<file path="config.mk">
export PLATFORM = sky130hd
export DESIGN_NAME = payload_patch_stream_applier_unit_flat
export DESIGN_NICKNAME = d
export VERILOG_FILES = /design/src/rtl/ppsa_pkg.sv /design/src/rtl/ppsa_if.sv /design/src/rtl/payload_patch_stream_applier_unit.sv /design/src/rtl/ppsa_parser.sv /design/src/flat_wrapper.sv
export SDC_FILE = /design/constraint.sdc
export NUM_CORES = 1
export LEC_CHECK = 0
export ABC_AREA = 1
export BUFFER_PORTS_ARGS = -buffer_cell sky130_fd_sc_hd__buf_2
export CORE_UTILIZATION = 65
export DETAILED_ROUTE_END_ITERATION = 10
export HOLD_SLACK_MARGIN = 0.08
export PLACE_DENSITY = 0.84
export RECOVER_POWER = 25
export SLEW_MARGIN = 10
export SYNTH_ARGS = -nofsm -noshare
export SYNTH_HDL_FRONTEND = slang
export SYNTH_SLANG_ARGS = --single-unit
</file>
<file path="constraint.sdc">
create_clock -name clk -period 10.8 [get_ports clk]
set_input_delay 3.24 -clock clk [delete_from_list [all_inputs] [get_ports clk]]
set_output_delay 3.24 -clock clk [all_outputs]
set_load 0.05 [all_outputs]
</file>
<file path="src/rtl/ppsa_pkg.sv">
// Shared types and constants for the payload patch stream applier.
// Holds the phase encoding, result codes and configuration register indexes.
// No dependencies.
package ppsa_pkg;

    localparam int unsigned PAYLOAD_BYTES_DEFAULT = 1024;
    localparam int unsigned ADDR_W = 10;
    localparam int unsigned BYTE_W = 8;
    localparam int unsigned CFG_INDEX_W = 8;
    localparam int unsigned WORD_W = 16;

    localparam logic [CFG_INDEX_W-1:0] CFG_WANTED_LANGUAGE = 8'd0;
    localparam logic [CFG_INDEX_W-1:0] CFG_WANTED_VARIANT  = 8'd1;

    typedef enum logic [1:0] {
        KIND_WRITE     = 2'd0,
        KIND_FOUND     = 2'd1,
        KIND_NOT_FOUND = 2'd2,
        KIND_RANGE     = 2'd3
    } kind_t;

    typedef enum logic [8:0] {
        PH_BASE_HDR   = 9'b000000001,
        PH_BASE_DATA  = 9'b000000010,
        PH_VAR_HDR    = 9'b000000100,
        PH_PATCH_SIZE = 9'b000001000,
        PH_PATCH_OFS  = 9'b000010000,
        PH_PATCH_DATA = 9'b000100000,
        PH_ALIGN      = 9'b001000000,
        PH_PENDING    = 9'b010000000,
        PH_DONE       = 9'b100000000
    } phase_t;

    typedef struct packed {
        logic              valid;
        kind_t             kind;
        logic [ADDR_W-1:0] address;
        logic [BYTE_W-1:0] data;
    } ppsa_result_t;

endpackage

</file>
<file path="src/rtl/ppsa_if.sv">
// Channel interfaces for the payload patch stream applier.
// Depends on ppsa_pkg for field widths.
interface ppsa_byte_if
    import ppsa_pkg::*;
();
    logic              valid;
    logic              ready;
    logic [BYTE_W-1:0] file_byte;
    logic              last_in_file;

    modport source (output valid, output file_byte, output last_in_file, input ready);
    modport sink (input valid, input file_byte, input last_in_file, output ready);
endinterface

interface ppsa_result_if
    import ppsa_pkg::*;
();
    logic              valid;
    logic              ready;
    logic [1:0]        kind;
    logic [ADDR_W-1:0] address;
    logic [BYTE_W-1:0] data;

    modport source (output valid, output kind, output address, output data, input ready);
    modport sink (input valid, input kind, input address, input data, output ready);
endinterface

interface ppsa_cfg_if
    import ppsa_pkg::*;
();
    logic                   valid;
    logic                   ready;
    logic [CFG_INDEX_W-1:0] index;
    logic [BYTE_W-1:0]      wdata;

    modport source (output valid, output index, output wdata, input ready);
    modport sink (input valid, input index, input wdata, output ready);
endinterface

</file>
<file path="src/rtl/payload_patch_stream_applier_unit.sv">
// Top level of the payload patch stream applier: input register, parser,
// result register and configuration registers.
// Depends on ppsa_pkg, the channel interfaces in ppsa_if and ppsa_parser.
//
//  channel     direction  payload                         handshake
//  file_in     in         file_byte[7:0], last_in_file    valid / ready
//  result_out  out        kind[1:0], address[9:0], data   valid / ready
//  cfg         in         index[7:0], wdata[7:0]          valid / ready
//
// One file byte is taken per cycle when the result side keeps up.
// A byte is registered at acceptance and its result, if any, is registered
// in the result register when the parser steps on that byte.
// Reset clears the parser to expect a base header and both registers empty.
// A stalled result holds the byte behind it, and ready drops only when both
// the input and result registers are full.
module payload_patch_stream_applier_unit
    import ppsa_pkg::*;
#(
    parameter int unsigned PAYLOAD_BYTES = PAYLOAD_BYTES_DEFAULT
)
(
    input logic           clk,
    input logic           rst_n,
    ppsa_byte_if.sink     file_in,
    ppsa_result_if.source result_out,
    ppsa_cfg_if.sink      cfg
);

    logic              in_vld_reg;
    logic [BYTE_W-1:0] byte_reg;
    logic              last_reg;
    logic              out_vld_reg;
    kind_t             kind_reg;
    logic [ADDR_W-1:0] addr_reg;
    logic [BYTE_W-1:0] data_reg;
    logic [BYTE_W-1:0] lang_reg;
    logic [BYTE_W-1:0] var_reg;
    logic              advance;
    ppsa_result_t      res;

    assign advance       = in_vld_reg && (!out_vld_reg || result_out.ready);
    assign file_in.ready = !in_vld_reg || advance;
    assign cfg.ready     = 1'b1;

    always_ff @(posedge clk or negedge rst_n)
    begin
        if (!rst_n)
        begin
            in_vld_reg <= 1'b0;
        end
        else if (file_in.ready)
        begin
            in_vld_reg <= file_in.valid;
        end
    end

    always_ff @(posedge clk)
    begin
        if (file_in.valid && file_in.ready)
        begin
            byte_reg <= file_in.file_byte;
            last_reg <= file_in.last_in_file;
        end
    end

    ppsa_parser #(
        .PAYLOAD_BYTES (PAYLOAD_BYTES)
    ) u_parser (
        .clk             (clk),
        .rst_n           (rst_n),
        .step            (advance),
        .file_byte       (byte_reg),
        .last_in_file    (last_reg),
        .wanted_language (lang_reg),
        .wanted_variant  (var_reg),
        .res             (res)
    );

    always_ff @(posedge clk or negedge rst_n)
    begin
        if (!rst_n)
        begin
            out_vld_reg <= 1'b0;
        end
        else if (advance)
        begin
            out_vld_reg <= res.valid;
        end
        else if (result_out.ready)
        begin
            out_vld_reg <= 1'b0;
        end
    end

    always_ff @(posedge clk)
    begin
        if (advance && res.valid)
        begin
            kind_reg <= res.kind;
            addr_reg <= res.address;
            data_reg <= res.data;
        end
    end

    always_ff @(posedge clk or negedge rst_n)
    begin
        if (!rst_n)
        begin
            lang_reg <= '0;
            var_reg  <= '0;
        end
        else if (cfg.valid && cfg.ready)
        begin
            if (cfg.index == CFG_WANTED_LANGUAGE)
            begin
                lang_reg <= cfg.wdata;
            end
            else if (cfg.index == CFG_WANTED_VARIANT)
            begin
                var_reg <= cfg.wdata;
            end
        end
    end

    assign result_out.valid   = out_vld_reg;
    assign result_out.kind    = kind_reg;
    assign result_out.address = addr_reg;
    assign result_out.data    = data_reg;

    // The parser only moves when the result register has room.
    a_no_overwrite: assert property (@(posedge clk) disable iff (!rst_n)
        advance |-> !out_vld_reg || result_out.ready)
        else $error("parser advanced into a full result register");

    // Status transactions carry zero address and data.
    a_status_zero: assert property (@(posedge clk) disable iff (!rst_n)
        out_vld_reg && kind_reg != KIND_WRITE |-> addr_reg == '0 && data_reg == '0)
        else $error("status transaction with nonzero address or data");

    // A byte waiting behind a stalled result is kept.
    a_input_held: assert property (@(posedge clk) disable iff (!rst_n)
        in_vld_reg && !advance |=> in_vld_reg && $stable(byte_reg) && $stable(last_reg))
        else $error("waiting file byte was lost");

endmodule

</file>
<file path="src/rtl/ppsa_parser.sv">
// File parser of the payload patch stream applier: phase register, field
// counters and the per-byte next-state and result logic.
// Depends on ppsa_pkg.
module ppsa_parser
    import ppsa_pkg::*;
#(
    parameter int unsigned PAYLOAD_BYTES = PAYLOAD_BYTES_DEFAULT
)
(
    input  logic              clk,
    input  logic              rst_n,
    input  logic              step,
    input  logic [BYTE_W-1:0] file_byte,
    input  logic              last_in_file,
    input  logic [BYTE_W-1:0] wanted_language,
    input  logic [BYTE_W-1:0] wanted_variant,
    output ppsa_result_t      res
);

    localparam logic [WORD_W:0] PAYLOAD_LIM = (WORD_W+1)'(PAYLOAD_BYTES);

    phase_t            phase_reg, phase_next;
    logic [WORD_W-1:0] pos_reg, pos_next;
    logic [1:0]        idx_reg, idx_next;
    logic [BYTE_W-1:0] lang_reg, lang_next;
    logic [BYTE_W-1:0] var_reg, var_next;
    logic [WORD_W-1:0] count_reg, count_next;
    logic [WORD_W-1:0] len_reg, len_next;
    logic [WORD_W-1:0] start_reg, start_next;
    logic [WORD_W-1:0] left_reg, left_next;
    logic [WORD_W-1:0] wp_reg, wp_next;
    logic              match_reg, match_next;

    logic  wrote;
    logic  rec_done;
    logic  pat_done;
    logic  fin;
    logic  advance_rec;
    kind_t fin_kind;

    function automatic phase_t after_record(logic [WORD_W-1:0] pos, logic [WORD_W-1:0] cnt);
        phase_t ph;
        if (pos[1:0] != 2'd0)
        begin
            ph = PH_ALIGN;
        end
        else if (cnt != '0)
        begin
            ph = PH_PATCH_SIZE;
        end
        else
        begin
            ph = PH_VAR_HDR;
        end
        return ph;
    endfunction

    always_comb
    begin
        phase_next  = phase_reg;
        pos_next    = pos_reg + 1'b1;
        idx_next    = idx_reg;
        lang_next   = lang_reg;
        var_next    = var_reg;
        count_next  = count_reg;
        len_next    = len_reg;
        start_next  = start_reg;
        left_next   = left_reg;
        wp_next     = wp_reg;
        match_next  = match_reg;
        res         = '0;
        wrote       = 1'b0;
        rec_done    = 1'b0;
        pat_done    = 1'b0;
        fin         = 1'b0;
        advance_rec = 1'b0;
        fin_kind    = KIND_FOUND;

        unique case (phase_reg)
            PH_BASE_HDR, PH_VAR_HDR:
            begin
                idx_next = idx_reg + 1'b1;
                unique case (idx_reg)
                    2'd0: lang_next = file_byte;
                    2'd1: var_next = file_byte;
                    2'd2: count_next = {{(WORD_W-BYTE_W){1'b0}}, file_byte};
                    default:
                    begin
                        count_next = {file_byte, count_reg[BYTE_W-1:0]};
                        match_next = (lang_reg == wanted_language) &&
                                     (var_reg == wanted_variant);
                        left_next  = count_next;
                        wp_next    = '0;
                        if (count_next == '0)
                        begin
                            rec_done = 1'b1;
                        end
                        else if (phase_reg == PH_BASE_HDR)
                        begin
                            phase_next = PH_BASE_DATA;
                        end
                        else
                        begin
                            phase_next = PH_PATCH_SIZE;
                        end
                    end
                endcase
            end
            PH_BASE_DATA:
            begin
                wrote = {1'b0, wp_reg} < PAYLOAD_LIM;
                if (wrote)
                begin
                    res.valid   = 1'b1;
                    res.kind    = KIND_WRITE;
                    res.address = wp_reg[ADDR_W-1:0];
                    res.data    = file_byte;
                end
                wp_next   = wp_reg + 1'b1;
                left_next = left_reg - 1'b1;
                if (left_next == '0)
                begin
                    count_next = '0;
                    rec_done   = 1'b1;
                end
            end
            PH_PATCH_SIZE:
            begin
                if (idx_reg == 2'd0)
                begin
                    len_next = {{(WORD_W-BYTE_W){1'b0}}, file_byte};
                    idx_next = 2'd1;
                end
                else
                begin
                    len_next   = {file_byte, len_reg[BYTE_W-1:0]};
                    idx_next   = 2'd0;
                    phase_next = PH_PATCH_OFS;
                end
            end
            PH_PATCH_OFS:
            begin
                if (idx_reg == 2'd0)
                begin
                    start_next = {{(WORD_W-BYTE_W){1'b0}}, file_byte};
                    idx_next   = 2'd1;
                end
                else
                begin
                    start_next = {file_byte, start_reg[BYTE_W-1:0]};
                    idx_next   = 2'd0;
                    if (match_reg &&
                        (({1'b0, start_next} + {1'b0, len_reg}) > PAYLOAD_LIM))
                    begin
                        fin      = 1'b1;
                        fin_kind = KIND_RANGE;
                    end
                    else if (len_reg == '0)
                    begin
                        pat_done = 1'b1;
                    end
                    else
                    begin
                        left_next  = len_reg;
                        wp_next    = '0;
                        phase_next = PH_PATCH_DATA;
                    end
                end
            end
            PH_PATCH_DATA:
            begin
                wrote = match_reg;
                if (match_reg)
                begin
                    res.valid   = 1'b1;
                    res.kind    = KIND_WRITE;
                    res.address = start_reg[ADDR_W-1:0] + wp_reg[ADDR_W-1:0];
                    res.data    = file_byte;
                end
                wp_next   = wp_reg + 1'b1;
                left_next = left_reg - 1'b1;
                if (left_next == '0)
                begin
                    pat_done = 1'b1;
                end
            end
            PH_ALIGN:
            begin
                if (pos_next[1:0] == 2'd0)
                begin
                    advance_rec = 1'b1;
                end
            end
            PH_PENDING:
            begin
                fin      = 1'b1;
                fin_kind = KIND_FOUND;
            end
            default:
            begin
            end
        endcase

        if (pat_done)
        begin
            count_next = count_next - 1'b1;
            if (count_next == '0)
            begin
                rec_done = 1'b1;
            end
            else
            begin
                advance_rec = 1'b1;
            end
        end

        if (rec_done)
        begin
            if (match_next)
            begin
                if (wrote)
                begin
                    phase_next = PH_PENDING;
                end
                else
                begin
                    fin      = 1'b1;
                    fin_kind = KIND_FOUND;
                end
            end
            else
            begin
                advance_rec = 1'b1;
            end
        end

        if (advance_rec)
        begin
            idx_next   = 2'd0;
            phase_next = after_record(pos_next, count_next);
        end

        if (fin)
        begin
            phase_next = PH_DONE;
            res        = '0;
            res.valid  = 1'b1;
            res.kind   = fin_kind;
        end

        if (last_in_file)
        begin
            if ((phase_next != PH_DONE) && !res.valid)
            begin
                res.valid = 1'b1;
                res.kind  = KIND_NOT_FOUND;
            end
            phase_next = PH_BASE_HDR;
            pos_next   = '0;
            idx_next   = 2'd0;
            lang_next  = '0;
            var_next   = '0;
            count_next = '0;
            len_next   = '0;
            start_next = '0;
            left_next  = '0;
            wp_next    = '0;
            match_next = 1'b0;
        end
    end

    always_ff @(posedge clk or negedge rst_n)
    begin
        if (!rst_n)
        begin
            phase_reg <= PH_BASE_HDR;
            pos_reg   <= '0;
            idx_reg   <= '0;
            lang_reg  <= '0;
            var_reg   <= '0;
            count_reg <= '0;
            len_reg   <= '0;
            start_reg <= '0;
            left_reg  <= '0;
            wp_reg    <= '0;
            match_reg <= 1'b0;
        end
        else if (step)
        begin
            phase_reg <= phase_next;
            pos_reg   <= pos_next;
            idx_reg   <= idx_next;
            lang_reg  <= lang_next;
            var_reg   <= var_next;
            count_reg <= count_next;
            len_reg   <= len_next;
            start_reg <= start_next;
            left_reg  <= left_next;
            wp_reg    <= wp_next;
            match_reg <= match_next;
        end
    end

    // A file's last byte always leaves the parser ready for a new base header.
    a_last_restarts: assert property (@(posedge clk) disable iff (!rst_n)
        step && last_in_file |=> phase_reg == PH_BASE_HDR && pos_reg == '0)
        else $error("parser did not restart after the last byte of a file");

    // Once a status is out, no further result comes before the file ends.
    a_done_silent: assert property (@(posedge clk) disable iff (!rst_n)
        step && phase_reg == PH_DONE |-> !res.valid)
        else $error("result produced after the final status");

    // Patch data of a record that does not match the wanted language and variant never becomes a write.
    a_skip_no_write: assert property (@(posedge clk) disable iff (!rst_n)
        step && phase_reg == PH_PATCH_DATA && !match_reg |->
            !res.valid || res.kind != KIND_WRITE)
        else $error("write issued for a skipped patch");

endmodule
</file>
<file path="src/flat_wrapper.sv">
// flat-port wrapper written by rule: the top's interface ports become plain ports
module payload_patch_stream_applier_unit_flat import ppsa_pkg::*;
#(
    parameter int unsigned PAYLOAD_BYTES = PAYLOAD_BYTES_DEFAULT
)
  (clk, rst_n, file_in_valid, file_in_file_byte, file_in_last_in_file, file_in_ready, result_out_valid, result_out_kind, result_out_address, result_out_data, result_out_ready, cfg_valid, cfg_index, cfg_wdata, cfg_ready);
  ppsa_byte_if file_in_i ();
  ppsa_result_if result_out_i ();
  ppsa_cfg_if cfg_i ();
  input logic clk;
  input logic rst_n;
  input wire logic [$bits(file_in_i.valid)-1:0] file_in_valid;
  input wire logic [$bits(file_in_i.file_byte)-1:0] file_in_file_byte;
  input wire logic [$bits(file_in_i.last_in_file)-1:0] file_in_last_in_file;
  output wire logic [$bits(file_in_i.ready)-1:0] file_in_ready;
  output wire logic [$bits(result_out_i.valid)-1:0] result_out_valid;
  output wire logic [$bits(result_out_i.kind)-1:0] result_out_kind;
  output wire logic [$bits(result_out_i.address)-1:0] result_out_address;
  output wire logic [$bits(result_out_i.data)-1:0] result_out_data;
  input wire logic [$bits(result_out_i.ready)-1:0] result_out_ready;
  input wire logic [$bits(cfg_i.valid)-1:0] cfg_valid;
  input wire logic [$bits(cfg_i.index)-1:0] cfg_index;
  input wire logic [$bits(cfg_i.wdata)-1:0] cfg_wdata;
  output wire logic [$bits(cfg_i.ready)-1:0] cfg_ready;
  assign file_in_i.valid = file_in_valid;
  assign file_in_i.file_byte = file_in_file_byte;
  assign file_in_i.last_in_file = file_in_last_in_file;
  assign file_in_ready = file_in_i.ready;
  assign result_out_valid = result_out_i.valid;
  assign result_out_kind = result_out_i.kind;
  assign result_out_address = result_out_i.address;
  assign result_out_data = result_out_i.data;
  assign result_out_i.ready = result_out_ready;
  assign cfg_i.valid = cfg_valid;
  assign cfg_i.index = cfg_index;
  assign cfg_i.wdata = cfg_wdata;
  assign cfg_ready = cfg_i.ready;
  payload_patch_stream_applier_unit #(.PAYLOAD_BYTES(PAYLOAD_BYTES)) u_core (.clk(clk), .rst_n(rst_n), .file_in(file_in_i), .result_out(result_out_i), .cfg(cfg_i));
endmodule
</file>
After elaboration in Yosys (flattened, before gate mapping)
Cells that the tools add are included.
- register bits after elaboration: 165
- bits of input ports: 30
- output and inout bits: 23
- word-level logic and storage cells: 182
- $add $sub $neg: 7
- $lt $le $gt $ge: 2
- eq/ne operators: 18
- muxes and demuxes: 89
- bitwise operators: 1
- reductions and logical operators: 43
- operators with widths (operator ; number):
    16-bit two-way mux ; 17
    9-bit two-way mux ; 12
    16-bit one-hot mux with 3 select lines ; 2
    16-bit logical NOT ; 4
    16-bit one-hot mux with 2 select lines ; 2
    21-bit two-way mux ; 3
    8-bit two-way mux ; 6
    21-bit one-hot mux with 2 select lines ; 1
    16-bit by 1-bit adder with 16-bit output (second input constant) ; 2
    16-bit by 1-bit subtractor with 16-bit output (second input constant) ; 2
    9-bit one-hot mux with 3 select lines ; 1
    1-bit two-way mux ; 25
    10-bit two-way mux ; 2
    16-bit by 16-bit adder with 17-bit output ; 1
    17-bit by 11-bit > comparator with 1-bit output (second input constant) ; 1
    8-bit equality test ; 2
    16-bit by 11-bit < comparator with 1-bit output (second input constant) ; 1
    2-bit two-way mux ; 8
    16-bit nonzero test ; 1
    3-bit AND reduction ; 5
    2-bit nonzero test ; 7
    3-bit by 2-bit != test with 1-bit output (second input constant) ; 4
    10-bit adder ; 1
    9-bit by 1-bit equality test with 1-bit output (second input constant) ; 1
    28 further kinds ; 49

Depth between registers and ports, before layout
- depth after elaboration: 17
- mapped depth: 39
- mapped depth without buffers: 38

Cells and area by module
From an unflattened synthesis, not the netlist that was laid out.
- cells, all modules: 1406
- area, all modules: 10440.0 um^2
- by module, submodules not included (module ; instances ; cells each ; area an instance (um^2) ; seq. area each (um^2)):
    ppsa_parser ; 1 ; 1275 ; 8657.1 ; 2603.7
    payload_patch_stream_applier_unit ; 1 ; 131 ; 1783.0 ; 1321.3

Worst setup path before layout
Ideal clock, no wire load.
- kind: input to output
- start: input port result_out_ready
- end: output port file_in_ready
- data arrival time: 3700 ps
- required time: 7560 ps
- setup slack: 3860 ps
- stages: 2
- buffers on the path: 0
- cells stage by stage: inv_1 -> nand3_1
- cells in the longest elaborated chain, start to end: 3
- RTL lines (what ; RTL line ; RTL):
    start: declaration ; flat_wrapper.sv:20 ; input wire logic [$bits(result_out_i.ready)-1:0] result_out_ready;
    1-bit logical OR ; payload_patch_stream_applier_unit.sv:41 ; assign advance = in_vld_reg && (!out_vld_reg || result_out.ready);
    1-bit logical AND ; payload_patch_stream_applier_unit.sv:41 ;
    1-bit logical OR ; payload_patch_stream_applier_unit.sv:42 ; assign file_in.ready = !in_vld_reg || advance;
    end: declaration ; flat_wrapper.sv:15 ; output wire logic [$bits(file_in_i.ready)-1:0] file_in_ready;
Every way passes these cells.

Worst setup path after layout
Same ends and word-level chain as after synthesis.

==> impl_metrics.yaml <==
logic_synthesis:
  yosysTopAreaCellShare: 0.283
  yosysSeqAreaShare: 0.367
  synth_area_sq_um: 10700
  synth_nets: 1568
  ys_seq_elements: 151
  synth_cell_types: 59
  yosys.area.top_type: "dfrtp_1"
  syn_area_per_cell_sq_um: 7.12
  ys_top_cells_by_area: "dfrtp_1, nand2_1, edfxtp_1, inv_1, o21ai_0"
  netlist_instances: 1501
  synth-main-ff-cell: "dfrtp_1"
  synth_edf_count: 29
  synthArstFlopShare: 0.808
  ys.warnings.count: 0
finish:
  syn_to_final_growth_pct: 8.81
  layout_common_cells: "nand2_1, inv_1, nor2_1"
  nets: 1607
  drive_gt1_frac: 0.100
  antenna_cells: 0
  final_common_cell: "nand2_1"
flow_run:
  drv_cap: 1
floorplanning:
  initial_core_util: 0.670
  die_w_microns: 130
  chipHeight_microns: 130
  rows: 46
  dieArea_sq_um: 17000
  fp.coreArea_sq_um: 15900
  pin_count: 53
timing:
  setup_tns_ps: 0
  max-slew-margin-rel: -0.645
  worst_pin_slew_ps: 2470
  hold_viol: 0
  post-route-period-util: 0.645
  finalSetupViolations: 0
  clock_skew_ps: 13.8
  report.final.slew_viol_count: 46
  whs_ps: 494
  fin_crit_ps: 6960
  rsz0062_at_grt: "no"
  fmax_ghz: 0.144
drt:
  dr.pass1.iters: 6
  drt_wl_total_microns: 31300
  drt-initial-drc-count: 1288
  postRouteAntennaNets: 0
  vias: 10700
  wire_per_inst_microns: 17.7
  routed_via_density: 6.02
  drc_errors: 0
power_and_ir_drop:
  power_density_nw_per_um2: 255
  p_leak_nw: 5.46
  peakVddDrop_v: 0.000257
critical_path:
  cp-start-kind: "input pin"
  cp_data_required_time_ps: 7560
  path_class: "input pin to output pin"
  endpoint_kind: "output pin"
  r2r_setup_slack_ps: 4870
  cp_max_fo: 3
  crit_arrival_ps: 3720
clock_tree:
  clk_path_buf_depth: 2
  cts_root_buffer: "clkbuf_16"
  cts_setup_buffers: 0
  cts_buffers: 17
  clk_pin_slew_ps: 70
  clock_sinks: 151
  cts_max_level: 4
  post_cts_resize_count: 0
  hold_buffers: 0
  cts_tree: "built"
  clkLatencyLatePin_ps: 440
outcome:
  status: "finished, violations left"
  violations: "max-capacitance violations, max-slew violations"
global_route:
  antenna_found_initial: 0
  grt_pass1_wl_microns: 49100
  grt_max_degree: 79
  grtUsageTotal: 0.387
  gr-total-overflow: 0
  grt_pass1_vias: 9423
placement:
  port_buffers: 51
  gp_congestion: 0.961
  dp_hpwl_microns: 23400
worst_hold_path:
  hp-class: "flip-flop to flip-flop"
-- layout make-up --
type,count,area (sq um)
fillers,1336,4320
clock buffers,18,429
inverters,221,830
multi-input cells,1094,5770
repair buffers,55,280
flip-flops and latches,151,3930
well taps,216,270
clock inverters,14,116
-- metal layers --
| layer | wire, microns | up-vias | track usage |
|---|---|---|---|
| met3 | 3240 | 99 | 0.0976 |
| met4 | 1320 | 0 | 0.166 |
| met5 | 0 | - | 0 |
| met2 | 13600 | 559 | 0.582 |
| met1 | 13100 | 4923 | 0.529 |
| li1 | - | 5070 | - |
-- cell families after synthesis --
family                     share of synthesized area
adders and majority gates                     0.0447
other                                       0.000351
xor gates and xnor gates                      0.0238
DFF                                            0.367
buffers and inverters                         0.0922
muxes                                        0.00105
AOI/OAI and AO/OA                              0.148
and+or+nand+nor                                0.322
-- where the power goes --
group | internal (mW) | switching (mW)
Clock | 0.299 | 0.262
Combinational | 0.498 | 1.05
Sequential | 0.712 | 0.136
-- cell usage after synthesis, types with 12 or more instances --
cell      count
o22ai_1      37
clkbuf_1     27
ha_1         35
nand4_1      30
edfxtp_1     29
nand3_1      95
nand3_2      13
dfrtp_1     121
nand2_1     345
xnor2_1      19
nand2_2      12
nor3_1       19
nor4_1       16
o21ai_0     136
nor2_1      173
inv_1       204
a21oi_1      52
-- per-stage QoR --
step	area [sq um]	setup WS, ps	util	power (mW)	instances
global route	11600	3770	0.729	3.18	1769
finish	11600	3840	0.729	2.96	1769
floorplan	10700	3860	-	2.00	1501
CTS	11600	3840	0.730	2.92	1769
global placement	11100	3850	0.695	2.31	1737
detailed placement	11100	3840	0.695	2.35	1737
-- critical path: stages --
cell,delay (ps)
buf_2,70
inv_1,40
nand3_1,90
buf_2,280
-- path summary, 6_finish.rpt --
| kind | startpoint | to | depth (start not counted) |
|---|---|---|---|
| hold reg to reg | u_core.u_parser.wp_reg[10]$_DFFE_PN0P_ | u_core.u_parser.wp_reg[10]$_DFFE_PN0P_ | 2 |
| setup reg to reg | u_core.u_parser.left_reg[0]$_DFFE_PN0P_ | u_core.result_out.address[1]$_SDFFCE_PP0P_ | 33 |
| min in group asynchronous | rst_n | u_core.var_reg[5]$_DFFE_PN0P_ | 1 |
| hold / removal | u_core.u_parser.wp_reg[10]$_DFFE_PN0P_ | u_core.u_parser.wp_reg[10]$_DFFE_PN0P_ | 2 |
| max in group asynchronous | rst_n | u_core.u_parser.start_reg[1]$_DFFE_PN0P_ | 2 |
| setup / recovery | result_out_ready | file_in_ready | 4 |
Power figures use the tool's default switching activity.
